## src/hw/rtl/psws_pkg.sv

```systemverilog
`timescale 1ns / 1ps

package psws_pkg;

    localparam int unsigned WORD_W  = 16;
    localparam int unsigned FRAME_LEN = 24;
    localparam int unsigned CNT_W   = 5;

    typedef logic [WORD_W-1:0]    word_t;
    typedef logic [FRAME_LEN-1:0] frame_bits_t;
    typedef logic [CNT_W-1:0]     cnt_t;

    // A built frame offered to the shifter; the most significant bit goes out first.
    typedef struct packed {
        logic        valid;
        frame_bits_t bits;
    } frame_t;

endpackage

```

## src/hw/rtl/psws_frame_builder.sv

```systemverilog
`timescale 1ns / 1ps

module psws_frame_builder
(
    input  logic                clk,
    input  logic                rst_n,
    input  logic                in_valid,
    output logic                in_ready,
    input  psws_pkg::word_t     data_word,
    output psws_pkg::frame_t    frame,
    input  logic                frame_take
);

    logic            word_valid_reg;
    psws_pkg::word_t word_reg;
    psws_pkg::word_t adj_word;

    assign in_ready = !word_valid_reg || frame_take;

    always_ff @(posedge clk or negedge rst_n)
    begin
        if (!rst_n)
        begin
            word_valid_reg <= 1'b0;
        end
        else if (in_ready)
        begin
            word_valid_reg <= in_valid;
        end
    end

    always_ff @(posedge clk)
    begin
        if (in_ready && in_valid)
        begin
            word_reg <= data_word;
        end
    end

    // Bit 15 is replaced so that the word has an even number of ones.
    assign adj_word = {^word_reg[14:0], word_reg[14:0]};

    assign frame.valid = word_valid_reg;
    assign frame.bits  = {1'b1, 1'b0,
                          adj_word[15:12], ~adj_word[12],
                          adj_word[11:8],  ~adj_word[8],
                          adj_word[7:4],   ~adj_word[4],
                          adj_word[3:0],   ~adj_word[0],
                          1'b0, 1'b0};

endmodule

```

## src/hw/rtl/psws_shifter.sv

```systemverilog
`timescale 1ns / 1ps

module psws_shifter
(
    input  logic             clk,
    input  logic             rst_n,
    input  psws_pkg::frame_t frame,
    output logic             frame_take,
    output logic             out_valid,
    input  logic             out_ready,
    output logic             line_level,
    output logic             frame_end
);

    psws_pkg::frame_bits_t shift_reg;
    psws_pkg::frame_bits_t shift_next;
    psws_pkg::cnt_t        cnt_reg;
    psws_pkg::cnt_t        cnt_next;
    logic                  out_valid_reg;
    logic                  out_valid_next;
    logic                  level_reg;
    logic                  level_next;
    logic                  end_reg;
    logic                  end_next;
    logic                  advance;

    assign advance    = !out_valid_reg || out_ready;
    assign frame_take = advance && (cnt_reg == '0) && frame.valid;

    always_comb
    begin
        shift_next     = shift_reg;
        cnt_next       = cnt_reg;
        out_valid_next = out_valid_reg;
        level_next     = level_reg;
        end_next       = end_reg;
        if (advance)
        begin
            priority if (cnt_reg != '0)
            begin
                level_next     = shift_reg[psws_pkg::FRAME_LEN-1];
                shift_next     = {shift_reg[psws_pkg::FRAME_LEN-2:0], 1'b0};
                cnt_next       = psws_pkg::cnt_t'(cnt_reg - 1'b1);
                end_next       = (cnt_reg == psws_pkg::cnt_t'(1));
                out_valid_next = 1'b1;
            end
            else if (frame.valid)
            begin
                level_next     = frame.bits[psws_pkg::FRAME_LEN-1];
                shift_next     = {frame.bits[psws_pkg::FRAME_LEN-2:0], 1'b0};
                cnt_next       = psws_pkg::cnt_t'(psws_pkg::FRAME_LEN - 1);
                end_next       = 1'b0;
                out_valid_next = 1'b1;
            end
            else
            begin
                out_valid_next = 1'b0;
            end
        end
    end

    always_ff @(posedge clk or negedge rst_n)
    begin
        if (!rst_n)
        begin
            cnt_reg       <= '0;
            out_valid_reg <= 1'b0;
        end
        else
        begin
            cnt_reg       <= cnt_next;
            out_valid_reg <= out_valid_next;
        end
    end

    always_ff @(posedge clk)
    begin
        shift_reg <= shift_next;
        level_reg <= level_next;
        end_reg   <= end_next;
    end

    assign out_valid  = out_valid_reg;
    assign line_level = level_reg;
    assign frame_end  = end_reg;

endmodule

```

## src/hw/rtl/parity_stuffed_word_serializer.sv

```systemverilog
`timescale 1ns / 1ps
// A word is registered, then the shifter loads its frame and shows its first level.
// Output: one level per cycle while out_ready is high; a word gives 24 levels,
// and frames follow without gaps; the 24-bit shift register sets the frame length.
// A word is held in the input register while the previous frame is shifted out.
// Reset (rst_n low, asynchronous) empties the input register and the shifter.

module parity_stuffed_word_serializer
(
    input  logic        clk,
    input  logic        rst_n,
    input  logic        in_valid,
    output logic        in_ready,
    input  logic [15:0] data_word,
    output logic        out_valid,
    input  logic        out_ready,
    output logic        line_level,
    output logic        frame_end
);

    psws_pkg::frame_t frame;
    logic             frame_take;

    psws_frame_builder u_builder
    (
        .clk        (clk),
        .rst_n      (rst_n),
        .in_valid   (in_valid),
        .in_ready   (in_ready),
        .data_word  (data_word),
        .frame      (frame),
        .frame_take (frame_take)
    );

    psws_shifter u_shifter
    (
        .clk        (clk),
        .rst_n      (rst_n),
        .frame      (frame),
        .frame_take (frame_take),
        .out_valid  (out_valid),
        .out_ready  (out_ready),
        .line_level (line_level),
        .frame_end  (frame_end)
    );

endmodule

```

## config.mk

```make
export PLATFORM = sky130hd
export DESIGN_NAME = parity_stuffed_word_serializer
export DESIGN_NICKNAME = d
export VERILOG_FILES = /design/src/hw/rtl/psws_pkg.sv /design/src/hw/rtl/psws_frame_builder.sv /design/src/hw/rtl/psws_shifter.sv /design/src/hw/rtl/parity_stuffed_word_serializer.sv
export SDC_FILE = /design/constraint.sdc
export NUM_CORES = 1
export LEC_CHECK = 0
export CAP_MARGIN = 20
export CORE_MARGIN = 4
export CORE_UTILIZATION = 25
export DETAILED_ROUTE_END_ITERATION = 8
export DONT_BUFFER_PORTS = 1
export GPL_TIMING_DRIVEN = 0
export PLACE_DENSITY = 0.38
export RECOVER_POWER = 25
export SYNTH_ARGS = -nofsm -noshare
export SYNTH_HDL_FRONTEND = slang
export SYNTH_SLANG_ARGS = --single-unit
```

## constraint.sdc

```tcl
create_clock -name clk -period 4.8 [get_ports clk]
set_input_delay 0.96 -clock clk [delete_from_list [all_inputs] [get_ports clk]]
set_output_delay 0.96 -clock clk [all_outputs]
set_load 0.02 [all_outputs]
```

**After elaboration in Yosys (flattened, before gate mapping)**

Index checks and enable logic that the tools add are counted.

- Word-level logic and storage cells: 36
- Flip-flop bits (word level): 45
- Output and inout bits: 4
- Input bits: 20

- Mux-type cells: 10
- Add/sub/neg operators: 1
- Reduce and logical (&&, ||, !) cells: 12
- Bitwise operators: 4
- Eq/ne operators: 1

Operators by type and width:

| operator | number |
|---|---|
| 24-bit two-way mux | 2 |
| 15-bit XOR reduction | 1 |
| 5-bit two-way mux | 2 |
| 1-bit two-way mux | 6 |
| 5-bit by 1-bit == test with 1-bit output (second input constant) | 1 |
| 5-bit zero test | 1 |
| 5-bit nonzero test | 1 |
| 5-bit by 1-bit subtractor with 5-bit output (second input constant) | 1 |
| 1-bit inverter | 4 |
| 1-bit logical AND | 3 |
| 1-bit zero test | 2 |
| 1-bit logical OR | 2 |
| 2-bit AND reduction | 1 |
| 2-bit nonzero test | 1 |

**Logic depth before layout (Yosys ltp)**

- Word-level depth: 6
- Mapped depth: 7
- Mapped depth without buffers: 6

**Cells and area by module**

A second synthesis with hierarchy kept.

- Cell total of the unflattened synthesis: 181
- Area, all modules: 2128.3 um^2

By module, submodules not included:

| module | area each (um^2) | instances | cells each |
|---|---|---|---|
| psws_shifter | 1436.4 | 1 | 140 |
| psws_frame_builder | 691.9 | 1 | 41 |

**Least setup slack after synthesis**

Ideal clock, no wire load.

- Kind: flip-flop to output port
- Start point: reg u_shifter.cnt_reg[0]
- End point: out in_ready
- Path buffers: 1
- Arrival: 1802 ps
- Cell stages (with the launch flop): 6
- Path slack: 2038 ps
- Required time: 3840 ps
- Cells stage by stage: dfrtp_1 > inv_1 > ha_1 > or4b_1 > buf_2 > o21ai_0

- Word-level cells in the longest chain between the ends: 4

RTL lines:

| what | line | source |
|---|---|---|
| from (decl) | psws_shifter.sv:17 | `psws_pkg::cnt_t cnt_reg;` |
| from (signal assigned) | psws_shifter.sv:71 | `cnt_reg <= cnt_next;` |
| 5-bit zero test | psws_shifter.sv:28 | `assign frame_take = advance && (cnt_reg == '0) && frame.valid;` |
| 1-bit logical AND (2 in a row) | psws_shifter.sv:28 |  |
| 1-bit logical OR | psws_frame_builder.sv:18 | `assign in_ready = !word_valid_reg \|\| frame_take;` |
| to (decl) | parity_stuffed_word_serializer.sv:13 | `output logic in_ready,` |

No other way between the ends.

**Worst setup path after layout**

Ends and elaborated chain as after synthesis.

==> results.yml <==
status:
  outcome: "finished clean"
sta:
  setup_viol: 0
  worst_pin_slew_ps: 792
  hold_violations: 0
  slew_headroom: 0.467
  grt_setup_unrepaired: "no"
  period_share: 0.666
  slew_violations: 0
  fmax_ghz: 0.313
  min_period_ps: 3200
  skew_ps: 12.2
  finalSetupTns_ps: 0
layout:
  instances_no_fill: 226
  finalInstanceArea_sq_um: 2140
  fillerInstances: 757
  drive_gt1_frac: 0.220
  nNetsFinal: 149
  largest_reg_flops: 21
  n_antenna_cell: 0
  syn_to_final_growth_pct: 11.9
drt:
  drtPass1Iterations: 4
  drt-initial-drc-count: 31
  vias_per_cell: 4.08
  drc: 0
  wire_per_inst_um: 13.3
  routed_wl_mm: 3.00
  dr_total_vias: 921
  drtAntennaViolNets: 0
clocking:
  cts_tree: "yes"
  cts_resized: 0
  numCtsBuffers: 5
  clkLatencyLatePin_ps: 290
  cts_setup_buffers: 0
  clk_pin_slew_ps: 70
  clockBufferDepth: 2
  htree_num_levels: 2
  cts.sinks: 45
  cts-root-buf: "clkbuf_8"
  cts_hold_buf: 0
place:
  placed_cells: 218
  port_buffers: 0
  placed_area_sq_um: 2060
  dp_hpwl_mm: 2.16
  place.gp.congestion: 0.639
critical_path:
  path_class: "reg2out"
  required_ps: 3840
  reg2reg_depth: 6
  arrival_ps: 2240
  reg2reg_to: "u_builder.word_reg[11]"
  rr_startpoint: "u_shifter.cnt_reg[0]"
  timing.critical_path.fanout_max: 6
  cp-end-kind: "output pin"
  crit_path_start_kind: "register"
  ff2ff_setup_slack_ps: 1800
synth:
  syn_avg_cell_area_sq_um: 16.2
  seq_area_frac_synth: 0.687
  synth_top_area_frac: 0.595
  synth_ff_type: "edfxtp_1"
  synth-seq-cells: 45
  synth_top_area_cell: "edfxtp_1"
  synth-edff-count: 38
  netlist_top_cells_count: "38 x edfxtp_1, 16 x mux2_2, 8 x xnor2_1"
  synth_nets: 141
  ys_warn_count: 0
  yosysMostFrequentCell: "edfxtp_1"
  synth.area.top_cells: "edfxtp_1 60%, mux2_2 9.4%, dfrtp_1 9.1%"
  netlist_instances: 118
  synth_cell_types: 26
  ys_async_sr_fraction: 0.156
  syn_area_sq_um: 1920
global_route:
  grt-ovfl-total: 0
  grt_pass1_vias: 1006
  grtUsageTotal: 0.0736
  grt_pass1_wl_mm: 5.00
  antenna_found_initial: 0
  grt_max_degree: 16
min_path:
  hp-class: "in2async"
die:
  coreArea_sq_um: 7370
  io_pins: 24
  fp.dieH_um: 95.6
  die_area_sq_um: 9130
  die_w_um: 95.6
  start_util: 0.260
  placementRows: 31
pwr:
  leakage_nw: 0.755
  ir_worst_vdd_v: 0.000128
  power_density_nw_per_um2: 370
job:
  maxCapViolCount: 0
==> layout make-up <==
cell class	instances	area, sq um	area share
Sequential cell	45	1320	0.614
Multi-Input combinational cell	66	561	0.261
Tap cell	99	124	0.0578
Clock buffer	5	68.8	0.0321
Buffer	4	31.3	0.0146
Clock inverter	3	17.5	0.00817
Timing Repair Buffer	1	15.0	0.00700
Inverter	3	11.3	0.00525
==> kinds of logic after synthesis <==
logic type	synth area share
flip-flops	0.687
AND/OR/NAND/NOR	0.0646
multiplexers	0.0940
AO/OA/AOI/OAI	0.0411
XOR/XNOR	0.0718
buffers and inverters	0.0222
adder cells (fa/ha/maj)	0.0196
==> metal layers <==
metal,vias up,share of wire,track usage
met4,0,0.018,0.0320
met3,6,0.045,0.0268
met5,-,0,0
met2,22,0.49,0.115
met1,445,0.45,0.0915
li1,448,-,-
==> cells in the final DEF (no fill, tap or decap), types with 2 or more instances in the layout <==
master	n
edfxtp_1	38
mux2_2	16
xnor2_1	8
dfrtp_1	7
o21ai_0	6
nand2b_1	5
clkbuf_8	5
nand2_1	4
inv_1	3
xnor3_1	3
nand3_1	3
ha_1	3
buf_6	2
nor2_1	2
and2_1	2
nor3_1	2
a21oi_1	2
o21a_1	2
==> stage by stage <==
| step | utilization | power [mW] | hold WS, ps | worst slack (ps) |
|---|---|---|---|---|
| final | 0.291 | 0.794 | 362 | 1600 |
| after global placement | 0.277 | 0.572 | 491 | 1600 |
| after floorplan | - | 0.554 | 467 | 2040 |
| after global routing | 0.291 | 0.840 | 340 | 1420 |
| after detailed placement | 0.279 | 0.577 | 493 | 1730 |
| after CTS | 0.291 | 0.806 | 348 | 1570 |
==> worst max-delay path by stage <==
stage                                    start                      end  slack (ps)  cells after the start
after detailed placement  u_shifter.cnt_reg[0]   u_builder.word_reg[13]        1730                      6
after floorplan           u_shifter.cnt_reg[0]                 in_ready        2040                      5
after global routing      u_shifter.cnt_reg[0]                 in_ready        1420                      5
after CTS                 u_shifter.cnt_reg[0]                 in_ready        1570                      5
after global placement    u_shifter.cnt_reg[0]  u_shifter.shift_reg[13]        1600                      6
final                     u_shifter.cnt_reg[0]                 in_ready        1600                      5
==> power by group <==
part / internal (mW) / switching, mW
logic: 0.0425 / 0.0393
registers: 0.459 / 0.0252
clock network: 0.101 / 0.127
==> critical path: stages, from the launching register on <==
cell     delay [ps]
dfrtp_1         420
inv_1           100
ha_1            180
or4b_1          420
buf_2           180
o21ai_0         650
(Power assumes the default switching activity.)
